$ cat src/rtl/core/mld_pkg.sv
// Package of types, constants and codes for the MRU list block.
`timescale 1ns / 1ps

package mld_pkg;

	localparam int CAPACITY  = 16;
	localparam int IDX_W     = (CAPACITY > 1) ? $clog2(CAPACITY) : 1;
	localparam int CNT_W     = $clog2(CAPACITY + 1);
	localparam int PAY_W     = 32;
	localparam int KEY_W     = 64;
	localparam int FUNC_W    = 2;
	localparam int SLOT_W    = 4;
	localparam int CNT_OUT_W = 5;

	typedef enum logic [FUNC_W-1:0] {
		FUNC_RECORD = 2'd0,
		FUNC_REMOVE = 2'd1,
		FUNC_CLEAR  = 2'd2,
		FUNC_READ   = 2'd3
	} func_t;

	typedef enum logic [2:0] {
		ST_IDLE,
		ST_COMPACT,
		ST_SHIFT,
		ST_REMOVE,
		ST_INSERT,
		ST_DONE
	} state_t;

	typedef struct packed {
		logic [PAY_W-1:0] payload;
		logic [KEY_W-1:0] key;
	} entry_t;

	typedef struct packed {
		logic             rd_en;
		logic [IDX_W-1:0] rd_addr;
		logic             wr_en;
		logic [IDX_W-1:0] wr_addr;
		entry_t           wr_data;
	} mem_req_t;

	typedef struct packed {
		logic [KEY_W-1:0] key;
		logic [KEY_W-1:0] prior;
		logic             prior_on;
	} match_req_t;

endpackage

$ cat src/rtl/core/mld_store.sv
// Entry store: one write port and one registered read port.
`timescale 1ns / 1ps

module mld_store (
	input  logic              clk,
	input  mld_pkg::mem_req_t mem_req,
	output mld_pkg::entry_t   rd_data_q
);
	import mld_pkg::*;

	entry_t mem_q [CAPACITY];

	always_ff @(posedge clk) begin
		if (mem_req.wr_en) begin
			mem_q[mem_req.wr_addr] <= mem_req.wr_data;
		end
	end

	always_ff @(posedge clk) begin
		if (mem_req.rd_en) begin
			rd_data_q <= mem_q[mem_req.rd_addr];
		end
	end

endmodule

$ cat src/rtl/core/mld_match.sv
// Shared key compare unit: flags an entry whose key hits the new or prior key.
`timescale 1ns / 1ps

module mld_match (
	input  mld_pkg::match_req_t           match_req,
	input  logic [mld_pkg::KEY_W-1:0]     entry_key,
	output logic                          drop
);
	import mld_pkg::*;

	assign drop = (entry_key == match_req.key) ||
		(match_req.prior_on && (entry_key == match_req.prior));

endmodule

$ cat src/rtl/core/mld_ctrl.sv
// Sequencer: walks the store for record and remove, reads it for read, resets the count for clear, holds the result.
`timescale 1ns / 1ps

module mld_ctrl (
	input  logic                              clk,
	input  logic                              arst_n,
	input  logic                              in_valid,
	output logic                              in_stall,
	input  logic [mld_pkg::FUNC_W-1:0]        func,
	input  logic [mld_pkg::PAY_W-1:0]         payload_word,
	input  logic                              payload_present,
	input  logic [mld_pkg::KEY_W-1:0]         doc_key,
	input  logic                              key_valid,
	input  logic [mld_pkg::KEY_W-1:0]         prior_key,
	input  logic                              prior_valid,
	input  logic [mld_pkg::SLOT_W-1:0]        slot_index,
	input  logic                              drop,
	input  mld_pkg::entry_t                   rd_data_q,
	output mld_pkg::mem_req_t                 mem_req,
	output mld_pkg::match_req_t               match_req,
	output logic                              out_valid,
	input  logic                              out_stall,
	output logic                              done_ok,
	output logic [mld_pkg::PAY_W-1:0]         out_payload,
	output logic [mld_pkg::KEY_W-1:0]         out_key,
	output logic [mld_pkg::CNT_OUT_W-1:0]     entry_count
);
	import mld_pkg::*;

	state_t             state_q, state_d;
	logic [CNT_W-1:0]   iss_q, iss_d;
	logic [CNT_W-1:0]   iss_dec;
	logic [IDX_W-1:0]   wa_q, wa_d;
	logic               pend_q;
	logic [CNT_W-1:0]   kept_q, kept_d;
	logic [CNT_W-1:0]   shift_len;
	logic [CNT_W-1:0]   count_q, count_d;
	logic               ok_q, ok_d;
	logic               rdres_q, rdres_d;
	logic               load_req;
	logic               out_load;
	logic               idx_hit;

	logic [PAY_W-1:0]   req_payload_q;
	logic [KEY_W-1:0]   req_key_q;
	logic [KEY_W-1:0]   req_prior_q;
	logic               req_prior_on_q;

	logic               out_valid_q;
	logic               done_ok_q;
	logic [PAY_W-1:0]   out_payload_q;
	logic [KEY_W-1:0]   out_key_q;
	logic [CNT_OUT_W-1:0] entry_count_q;

	assign idx_hit   = 32'(slot_index) < 32'(count_q);
	assign iss_dec   = iss_q - CNT_W'(1);
	assign shift_len = (kept_q == CNT_W'(CAPACITY)) ? CNT_W'(CAPACITY - 1) : kept_q;

	assign match_req.key      = req_key_q;
	assign match_req.prior    = req_prior_q;
	assign match_req.prior_on = req_prior_on_q;

	always_comb begin
		state_d  = state_q;
		iss_d    = iss_q;
		wa_d     = wa_q;
		kept_d   = kept_q;
		count_d  = count_q;
		ok_d     = ok_q;
		rdres_d  = rdres_q;
		load_req = 1'b0;
		out_load = 1'b0;
		mem_req         = '0;
		mem_req.wr_data = rd_data_q;
		in_stall = (state_q != ST_IDLE);

		case (state_q)
			ST_IDLE: begin
				if (in_valid) begin
					load_req = 1'b1;
					ok_d     = 1'b0;
					rdres_d  = 1'b0;
					state_d  = ST_DONE;
					case (func_t'(func))
						FUNC_RECORD: begin
							if (payload_present && key_valid) begin
								iss_d   = '0;
								kept_d  = '0;
								state_d = ST_COMPACT;
							end
						end
						FUNC_REMOVE: begin
							if (idx_hit) begin
								iss_d   = CNT_W'(slot_index) + CNT_W'(1);
								state_d = ST_REMOVE;
							end
						end
						FUNC_CLEAR: begin
							count_d = '0;
							ok_d    = 1'b1;
						end
						FUNC_READ: begin
							if (idx_hit) begin
								mem_req.rd_en   = 1'b1;
								mem_req.rd_addr = IDX_W'(slot_index);
								ok_d            = 1'b1;
								rdres_d         = 1'b1;
							end
						end
						default: ;
					endcase
				end
			end
			ST_COMPACT: begin
				// read each held entry, write survivors down to the kept pointer
				if (iss_q < count_q) begin
					mem_req.rd_en   = 1'b1;
					mem_req.rd_addr = iss_q[IDX_W-1:0];
					iss_d           = iss_q + CNT_W'(1);
				end
				if (pend_q && !drop) begin
					mem_req.wr_en   = 1'b1;
					mem_req.wr_addr = kept_q[IDX_W-1:0];
					kept_d          = kept_q + CNT_W'(1);
				end
				if ((iss_q == count_q) && !pend_q) begin
					iss_d   = shift_len;
					kept_d  = shift_len;
					state_d = ST_SHIFT;
				end
			end
			ST_SHIFT: begin
				// move entries up one place, from the tail down to slot 1
				if (iss_q != '0) begin
					mem_req.rd_en   = 1'b1;
					mem_req.rd_addr = iss_dec[IDX_W-1:0];
					wa_d            = iss_q[IDX_W-1:0];
					iss_d           = iss_dec;
				end
				if (pend_q) begin
					mem_req.wr_en   = 1'b1;
					mem_req.wr_addr = wa_q;
				end
				if ((iss_q == '0) && !pend_q) begin
					state_d = ST_INSERT;
				end
			end
			ST_INSERT: begin
				mem_req.wr_en           = 1'b1;
				mem_req.wr_addr         = '0;
				mem_req.wr_data.payload = req_payload_q;
				mem_req.wr_data.key     = req_key_q;
				count_d                 = kept_q + CNT_W'(1);
				ok_d                    = 1'b1;
				state_d                 = ST_DONE;
			end
			ST_REMOVE: begin
				// pull each later entry down one place
				if (iss_q < count_q) begin
					mem_req.rd_en   = 1'b1;
					mem_req.rd_addr = iss_q[IDX_W-1:0];
					wa_d            = iss_dec[IDX_W-1:0];
					iss_d           = iss_q + CNT_W'(1);
				end
				if (pend_q) begin
					mem_req.wr_en   = 1'b1;
					mem_req.wr_addr = wa_q;
				end
				if ((iss_q >= count_q) && !pend_q) begin
					count_d = count_q - CNT_W'(1);
					ok_d    = 1'b1;
					state_d = ST_DONE;
				end
			end
			ST_DONE: begin
				if (!out_valid_q || !out_stall) begin
					out_load = 1'b1;
					state_d  = ST_IDLE;
				end
			end
			default: begin
				state_d = ST_IDLE;
			end
		endcase
	end

	always_ff @(posedge clk or negedge arst_n) begin
		if (!arst_n) begin
			state_q     <= ST_IDLE;
			iss_q       <= '0;
			wa_q        <= '0;
			pend_q      <= 1'b0;
			kept_q      <= '0;
			count_q     <= '0;
			ok_q        <= 1'b0;
			rdres_q     <= 1'b0;
			out_valid_q <= 1'b0;
		end else begin
			state_q <= state_d;
			iss_q   <= iss_d;
			wa_q    <= wa_d;
			pend_q  <= mem_req.rd_en;
			kept_q  <= kept_d;
			count_q <= count_d;
			ok_q    <= ok_d;
			rdres_q <= rdres_d;
			if (out_load) begin
				out_valid_q <= 1'b1;
			end else if (!out_stall) begin
				out_valid_q <= 1'b0;
			end
		end
	end

	always_ff @(posedge clk) begin
		if (load_req) begin
			req_payload_q  <= payload_word;
			req_key_q      <= doc_key;
			req_prior_q    <= prior_key;
			req_prior_on_q <= prior_valid;
		end
		if (out_load) begin
			done_ok_q     <= ok_q;
			out_payload_q <= rdres_q ? rd_data_q.payload : '0;
			out_key_q     <= rdres_q ? rd_data_q.key : '0;
			entry_count_q <= CNT_OUT_W'(count_q);
		end
	end

	assign out_valid   = out_valid_q;
	assign done_ok     = done_ok_q;
	assign out_payload = out_payload_q;
	assign out_key     = out_key_q;
	assign entry_count = entry_count_q;

endmodule

$ cat src/rtl/core/mru_list_dedup_insert.sv
// Top level of the bounded most-recently-used list with duplicate drop on record.
// Read, clear and refused requests go from idle straight to the done state; remove runs the
// pull-down pass, and record runs the compaction pass, the shift pass and the front write.
// One request at a time: no new request is taken until the last one leaves the done state,
// and a stalled result holds the next request in the done state.
// Reset (arst_n low, asynchronous) empties the list and drops any pending result.
`timescale 1ns / 1ps

module mru_list_dedup_insert (
	input  logic                              clk,
	input  logic                              arst_n,
	input  logic                              in_valid,
	output logic                              in_stall,
	input  logic [mld_pkg::FUNC_W-1:0]        func,
	input  logic [mld_pkg::PAY_W-1:0]         payload_word,
	input  logic                              payload_present,
	input  logic [mld_pkg::KEY_W-1:0]         doc_key,
	input  logic                              key_valid,
	input  logic [mld_pkg::KEY_W-1:0]         prior_key,
	input  logic                              prior_valid,
	input  logic [mld_pkg::SLOT_W-1:0]        slot_index,
	output logic                              out_valid,
	input  logic                              out_stall,
	output logic                              done_ok,
	output logic [mld_pkg::PAY_W-1:0]         out_payload,
	output logic [mld_pkg::KEY_W-1:0]         out_key,
	output logic [mld_pkg::CNT_OUT_W-1:0]     entry_count
);
	import mld_pkg::*;

	// Store port request from the sequencer; the read data is registered and comes back in the next cycle.
	mem_req_t   mem_req;
	entry_t     rd_data_q;
	// Keys of the request in flight, fed to the shared compare unit.
	match_req_t match_req;
	logic       drop;

	// Sequencer: a record request runs a compaction pass (read every held entry,
	// drop key hits, write survivors down), a shift pass (move the kept entries up
	// one slot, evicting the oldest when full) and one write of the new entry at
	// the front. Remove pulls later entries down one slot. Read issues one store
	// read. The result register frees the request side while a result waits.
	mld_ctrl u_ctrl (
		.clk             (clk),
		.arst_n          (arst_n),
		.in_valid        (in_valid),
		.in_stall        (in_stall),
		.func            (func),
		.payload_word    (payload_word),
		.payload_present (payload_present),
		.doc_key         (doc_key),
		.key_valid       (key_valid),
		.prior_key       (prior_key),
		.prior_valid     (prior_valid),
		.slot_index      (slot_index),
		.drop            (drop),
		.rd_data_q       (rd_data_q),
		.mem_req         (mem_req),
		.match_req       (match_req),
		.out_valid       (out_valid),
		.out_stall       (out_stall),
		.done_ok         (done_ok),
		.out_payload     (out_payload),
		.out_key         (out_key),
		.entry_count     (entry_count)
	);

	// Entry store: slots at or above the count are never read, so it needs no clearing.
	mld_store u_store (
		.clk       (clk),
		.mem_req   (mem_req),
		.rd_data_q (rd_data_q)
	);

	// Compare the entry just read against the new key and, when given, the prior key.
	mld_match u_match (
		.match_req (match_req),
		.entry_key (rd_data_q.key),
		.drop      (drop)
	);

endmodule

$ cat config.mk
export PLATFORM = sky130hd
export DESIGN_NAME = mru_list_dedup_insert
export DESIGN_NICKNAME = d
export VERILOG_FILES = /design/src/rtl/core/mld_pkg.sv /design/src/rtl/core/mld_store.sv /design/src/rtl/core/mld_match.sv /design/src/rtl/core/mld_ctrl.sv /design/src/rtl/core/mru_list_dedup_insert.sv
export SDC_FILE = /design/constraint.sdc
export NUM_CORES = 2
export LEC_CHECK = 0
export ABC_CLOCK_PERIOD_IN_PS = 33500
export BUFFER_PORTS_ARGS = -buffer_cell sky130_fd_sc_hd__buf_2
export CELL_PAD_IN_SITES_DETAIL_PLACEMENT = 1
export CELL_PAD_IN_SITES_GLOBAL_PLACEMENT = 1
export CORE_ASPECT_RATIO = 0.6
export CORE_MARGIN = 10
export CORE_UTILIZATION = 40
export CTS_CLUSTER_SIZE = 30
export DETAILED_ROUTE_END_ITERATION = 10
export GPL_TIMING_DRIVEN = 0
export PLACE_DENSITY_LB_ADDON = 0.1
export SYNTH_ARGS = -nofsm -noshare
export SYNTH_HDL_FRONTEND = slang
export SYNTH_SLANG_ARGS = --single-unit
$ cat constraint.sdc
create_clock -name clk -period 33.5 [get_ports clk]
set_clock_uncertainty 0.05 [all_clocks]
set_input_delay 3.35 -clock clk [delete_from_list [all_inputs] [get_ports clk]]
set_output_delay 3.35 -clock clk [all_outputs]
set_load 0.01 [all_outputs]
## After elaboration in Yosys (flattened, before gate mapping)

Memory sizes are Yosys's and may differ from the RTL's. A register that Yosys moved wholly into a read port is not among the register bits.
Index checks and enable logic that the tools add are counted.

| storage, ports and cells | value |
|---|---|
| bits in registers | 289 |
| bits in writable memories | 1536 |
| input port bits | 173 |
| output and inout port bits | 104 |
| word-level logic and storage cells | 137 |
| memories | 1 |

| cells by class | value |
|---|---|
| add/sub/neg operators | 5 |
| $lt $le $gt $ge | 3 |
| equality and inequality tests | 27 |
| multiplexer cells | 54 |
| reduce and logical (&&, ||, !) cells | 30 |

Memory list:

| memory | depth | width | read ports | clocked after Yosys merged registers in | write ports | line | text |
|---|---|---|---|---|---|---|---|
| u_store.mem_q | 16 | 96 | 1 | 1 | 1 | mld_store.sv:11 | `entry_t mem_q [CAPACITY];` |

Operators by type and width:

| operator | number |
|---|---|
| 64-bit equality test | 2 |
| 5-bit two-way mux | 21 |
| 96-bit two-way mux | 1 |
| 5-bit case mux with 3 select lines | 3 |
| 3-bit two-way mux | 7 |
| 5-bit case mux with 2 select lines | 2 |
| 5-bit case mux with 4 select lines | 1 |
| 3-bit case mux with 6 select lines | 1 |
| 2-bit by 1-bit inequality test with 1-bit output, second input constant | 8 |
| 1-bit two-way mux | 12 |
| 5-bit by 1-bit adder with 5-bit output, second input constant | 2 |
| 5-bit AND reduction | 2 |
| 5-bit by 1-bit subtractor with 5-bit output, second input constant | 2 |
| 4-bit two-way mux | 2 |
| 4-bit case mux with 2 select lines | 1 |
| 3-bit by 2-bit equality test with 1-bit output, second input constant | 2 |
| 3-bit equality test, second input constant | 2 |
| 1-bit logical AND | 6 |
| 2-bit inequality test, second input constant | 3 |
| 3-bit by 2-bit inequality test with 1-bit output, second input constant | 2 |
| 3-bit case mux with 2 select lines | 1 |
| 3-bit AND reduction | 2 |
| 6-bit AND reduction | 1 |
| 3-bit nonzero test | 2 |
| 24 further kinds | 31 |

## Logic depth before layout (Yosys ltp)

| depth | value |
|---|---|
| depth in word-level cells | 9 |
| gate-level depth with buffers | 17 |
| depth with buffers taken out | 12 |

## Cells and area by module

Synthesis repeated with hierarchy kept, for this count alone.

| second synthesis, totals | value |
|---|---|
| cells, all modules | 3614 |
| area total of the unflattened synthesis | 73893.4 µm² |

Modules (own cells, without submodules):

| module | times used | cells each | area each (µm²) | seq. area each (µm²) |
|---|---|---|---|---|
| mld_store | 1 | 2460 | 60319.1 | 49007.0 |
| mld_ctrl | 1 | 964 | 12079.1 | 8548.2 |
| mld_match | 1 | 190 | 1495.2 | 0.0 |

## Worst setup path after synthesis

Ideal clock, no wire load.

| timing path | value |
|---|---|
| path type | register to register |
| start point | reg, netlist name u_store.rd_data_q[63] |
| end point | mem u_store.mem_q[6][0] (netlist bit) (enable) |
| setup time | 0.786 ns |
| arrival time | 11.022 ns |
| required time | 32.664 ns |
| setup slack | 21.642 ns |
| cell stages (with the launch flop) | 9 |
| buffers on the path | 0 |
| period minus slack after synthesis | 11.858 ns |
| cells stage by stage | edfxtp_1 > xnor2_1 > nand4_1 > nor4_1 > nand4_1 > nor3_1 > nor2_1 > mux2i_1 > nor4_1 |

| between the ends | value |
|---|---|
| word-level cells in the longest chain between the ends | 9 |
| elaborated cells between the ends (all ways) | 10 |
| classes of those cells | eq/ne (2); mux (4); reduce/logical (4) |

RTL lines:

| what | line | text |
|---|---|---|
| 64-bit equality test | mld_match.sv:12 | `(match_req.prior_on && (entry_key == match_req.prior));` |
| 1-bit logical AND | mld_match.sv:12 |  |
| 1-bit logical OR (*) | mld_match.sv:11 | `assign drop = (entry_key == match_req.key) \|\|` |
| 1-bit logical NOT (*) | mld_ctrl.sv:121 | `if (pend_q && !drop) begin` |
| 1-bit logical AND (*) | mld_ctrl.sv:121 |  |
| 5-bit two-way mux (*) | mld_ctrl.sv:121 |  |
| 5-bit case mux with 3 select lines (*) | mld_ctrl.sv:77 | `case (state_q)` |
| 1-bit two-way mux | mld_store.sv:14 | `if (mem_req.wr_en) begin` |
| 1-bit two-way mux (not written as such) | mld_store.sv:15 | `mem_q[mem_req.wr_addr] <= mem_req.wr_data;` |
| end, declared | mld_store.sv:11 |  |

Every way passes the cells marked *; elsewhere a longest branch is shown, timed or not.

## Worst setup path after layout

| timing path | value |
|---|---|
| start point | in in_valid |
| end point | reg, netlist name u_store.rd_data_q[62] |

| between the ends | value |
|---|---|
| word-level cells in the longest chain between the ends | 2 |

RTL lines:

| what | line | text |
|---|---|---|
| start, declared | mru_list_dedup_insert.sv:12 | `input logic in_valid,` |
| 5-bit two-way mux | mld_ctrl.sv:79 | `if (in_valid) begin` |
| 5-bit case mux with 3 select lines | mld_ctrl.sv:77 |  |

No other way between the ends.
A chain may end at the register's enable or synchronous reset.

==> results.txt <==
The shortest clock period the worst path allows after layout came out at 7.49 ns. The worst slew slack as a fraction of its limit came out at -5.23%. The number of enable-type register cells in the synthesized netlist is 1895. For the worst setup path, the data required time is 34.04 ns. The number of levels the H-tree was split into came out at 4.

In the final routed layout, each cell accounts on average for 31.9 um. The first-iteration detailed-routing DRC count is 5603. The signal arrival time at the worst endpoint came out at 8.03 ns. The tree is rooted in a clkbuf_16. The mean instance size in the synthesized netlist is 15.0 um^2. The fraction of layout instances using a drive strength above 1 is 16.2%. The startpoint of the worst register-to-register path is u_store.rd_data_q[44]. The area fraction of the dominant cell type after synthesis is 75.8%. The category of the worst setup path launch point is an input pin. The detailed placement HPWL came out at 182000 um.

The height of the chip is 356 um. The reg-to-reg endpoint is u_store.mem_q[6][49]. Static timing analysis puts the maximum clock frequency at 134 MHz. The horizontal die dimension is 579 um. The register cell area after layout is 57600 um^2. The worst setup path is of the in -> reg kind. TritonCTS built the clock tree.

Summed over all instances, the cell type with the most area after synthesis is edfxtp_1. The first-pass GRT wire length is 367000 um. The largest net degree at the start of global routing is 106. The number of optimization iterations in the first detailed-route pass came out at 5. In the synthesized netlist the dominant register cell turns out to be edfxtp_1.

In this run the tool buffered the top-level ports with 276 buffer cells. The terminating pin of the worst hold path is u_ctrl.done_ok. The cell area after synthesis came out at 75100 um^2. The residual DRC count is 0. The signed area change from the synthesized netlist to the final layout is 16.9%. Hold is met by 0.425 ns. The proportion of power drawn by combinational gates came out at 32.1%. The number of hold-repair buffers added at the cts stage is 0. The starting utilization of the core area came out at 40.2%. In this design, the critical path's most frequently occurring cell is buf_2. The total of endpoints with negative setup slack in the final report is 0.

The synthesized flop and latch total came out at 1921. The total number of vias came out at 47500. The longest clock path from root to sink contains 4 buffers. The worst reg-to-reg path cell count is 17.

The count of boundary I/O pins is 277. The biggest fanout along the worst timing path came out at 58. Walking the worst path, the cells encountered are buf_2, nand2_2, inv_8, nand3_2, a221oi_4, a21oi_4, nor3_2, buf_2, buf_2, nand3_1, nand4_1, nor2_1. The area of the multi-input gates is 16200 um^2. The worst hold path passes through 0 cells.

The slowest stage of the critical path is the nor3_2 cell. The power dissipated by switching net loads is 3.14 mW. Of the total power, the clock network draws 24.9%.

The internal portion of total power came out at 5.21 mW. The clock insertion delay at the later pin of the skew report came out at 0.85 ns. The number of instances in the synthesized netlist is 4996. The worst reg-to-reg setup slack came out at 26.84 ns. The power density normalized to cell area came out at 95.1 nW/um^2. Global routing used 24.9% of the available tracks across all layers. The share of the yosys chip area belonging to registers came out at 76.6%. The total of warnings raised by yosys came out at 0. The via count of the first global-routing pass was 47100. The number of antenna violations at the first check in global routing came out at 14. The post-CTS resize count is 0.

The checks that failed: capacitance limit, slew limit. The region available for standard cell placement spans 187000 um^2. The count of final max-slew check failures is 7.

The async set or reset register ratio after synthesis is 1.35%. The number of buffers created by CTS is 192. The detail route stage leaves a number of antenna-violating nets equal to 0.

The layout filler cell count came out at 18300. The run finished, with violations left. The critical path's largest stage delay came out at 1.28 ns.

The placement-stage cell area is 82000 um^2. The leakage dissipation came out at 28.9 nW. The clock edge transition at the registers on the reported setup and hold paths is 0.07 ns. The post-route cell area is 87800 um^2.

The via density per instance is 5.75. The global placer's final weighted congestion came out at 0.835. At the pin with the least slew margin, the transition time is 1.57 ns.

The sequential group share of total power is 42.9%. The final count of hold timing violations was 0. In this run the post-CTS setup repair buffer count came out at 0. The TritonCTS sink count is 1921. The die covers 206000 um^2.

The maximum vdd ir drop came out at 0.0000632 V. The count of max-cap constraint violations came out at 1. Yosys mapped the design onto 65 distinct sky130hd cell types.

The switching share of total power came out at 37.6%. The path class of the tightest hold or removal check is reg -> reg. Global routing finished with a remaining overflow of 0. Setup repair after global routing left no endpoint under its margin. The fraction of the cycle the final worst path needs is 22.4%. The net count of the finished layout is 5808.

After routing, the total negative slack on setup checks comes to 0 ns. The capturing element type of the critical path is a flip-flop. By area the synthesized netlist is led by edfxtp_1 76%, nand2_1 5.0%, mux2i_1 2.6%. The placement row count is 123. The net count after synthesis is 5184. The routed design has 264000 um of wire.

The worst hold path begins at u_ctrl.ok_q.
-- through the flow --
stage / power, mW / std cells / util [%] / worst slack (ns)
4_1_cts: 8.36 / 8255 / 46.9 / 26.19
6_report: 8.35 / 8265 / 47.0 / 26.01
3_3_place_gp: 6.24 / 7772 / 42.6 / 5.51
2_1_floorplan: 4.94 / 4996 / - / 21.64
5_1_grt: 8.67 / 8258 / 46.9 / 26.00
3_5_place_dp: 6.29 / 7926 / 43.8 / 25.32
-- final cells by class --
cell class,count,area share (%)
Timing Repair Buffer,430,4.12
Inverter,28,0.128
Buffer,283,1.56
Multi-Input combinational cell,2764,18.4
Clock buffer,249,5.89
Sequential cell,1921,65.6
Antenna cell,10,0.0285
Tap cell,2500,3.56
Clock inverter,80,0.708
-- registers in the layout, summed over array words and instances (netlist names), 3 cells and up --
| name | cells |
|---|---|
| u_ctrl.count_q | 5 |
| u_ctrl.entry_count | 5 |
| u_ctrl.iss_q | 5 |
| u_ctrl.kept_q | 5 |
| u_ctrl.out_key | 64 |
| u_ctrl.out_payload | 32 |
| u_ctrl.req_key_q | 64 |
| u_ctrl.req_payload_q | 32 |
| u_ctrl.req_prior_q | 64 |
| u_ctrl.state_q | 3 |
| u_ctrl.wa_q | 4 |
| u_store.mem_q | 1536 |
| u_store.rd_data_q | 96 |
-- worst max-delay path by stage --
| stage | start | end | slack, ns | depth (start not counted) |
|---|---|---|---|---|
| floorplan | u_store.rd_data_q[63] | u_store.mem_q[6][0] | 21.64 | 8 |
| global placement | u_store.rd_data_q[54] | u_store.mem_q[6][51] | 5.51 | 8 |
| detailed placement | in_valid | u_store.rd_data_q[66] | 25.32 | 12 |
| CTS | in_valid | u_store.rd_data_q[66] | 26.19 | 12 |
| global route | in_valid | u_store.rd_data_q[66] | 26.00 | 12 |
| finish | in_valid | u_store.rd_data_q[62] | 26.01 | 12 |
-- per-layer routing --
metal / vias up / wire, um / track usage (%)
met4: 0 / 7530 / 6.49
li1: 20100 / - / -
met1: 25100 / 125000 / 38.9
met5: - / 0 / 0
met3: 332 / 21200 / 4.43
met2: 1919 / 111000 / 35.4
-- cell usage in the layout (no fill, tap or decap), drive strengths merged, types with 26 or more instances in the layout --
master	count
o21ai	31
and2	101
mux2	95
buf	575
dfrtp	26
a22oi	98
edfxtp	1895
nor3	26
xor2	31
mux2i	194
nand4	124
clkbuf	387
a21oi	223
xnor2	95
a32oi	194
nor2	230
clkinv	63
nand2	997
inv	30
nand3	203
-- synthesized netlist by cell type (all sizes together) (9+ instances only) --
master and n:
xor2 31, a22oi 98, ha 15, mux2 95, nor4 18, inv 28, a21oi 223, mux2i 194
edfxtp 1895, a32oi 194, nor2 230, nand3 203, nand2 997, nand2b 14, nor2b 9, dfrtp 26
clkbuf 138, buf 145, nand4 124, xnor2 95, and2 101, o21ai 31, nor3 26
-- power groups by stage --
stage | sequential [mW] | combinational [mW] | clock (mW)
detailed placement | 3.64 | 2.65 | 0
global route | 3.60 | 2.86 | 2.21
global placement | 3.71 | 2.53 | 0
finish | 3.58 | 2.68 | 2.08
CTS | 3.59 | 2.66 | 2.11
floorplan | 3.57 | 1.36 | 0
-- critical path: cells and delay by family --
kind,cells,cell delay (ns)
and+or+nand+nor,6,2.18
buffers and inverters,4,1.61
AOI/OAI and AO/OA,2,0.83
-- kinds of logic after synthesis --
logic type | Yosys count | synth area share [%]
simple gates | 1733 | 10.1
mux | 289 | 4.01
fa+ha+maj | 15 | 0.250
compound gates | 601 | 5.58
flops | 1921 | 76.6
buf+inv | 311 | 1.96
xor+xnor | 126 | 1.47
(Power assumes the default switching activity.)
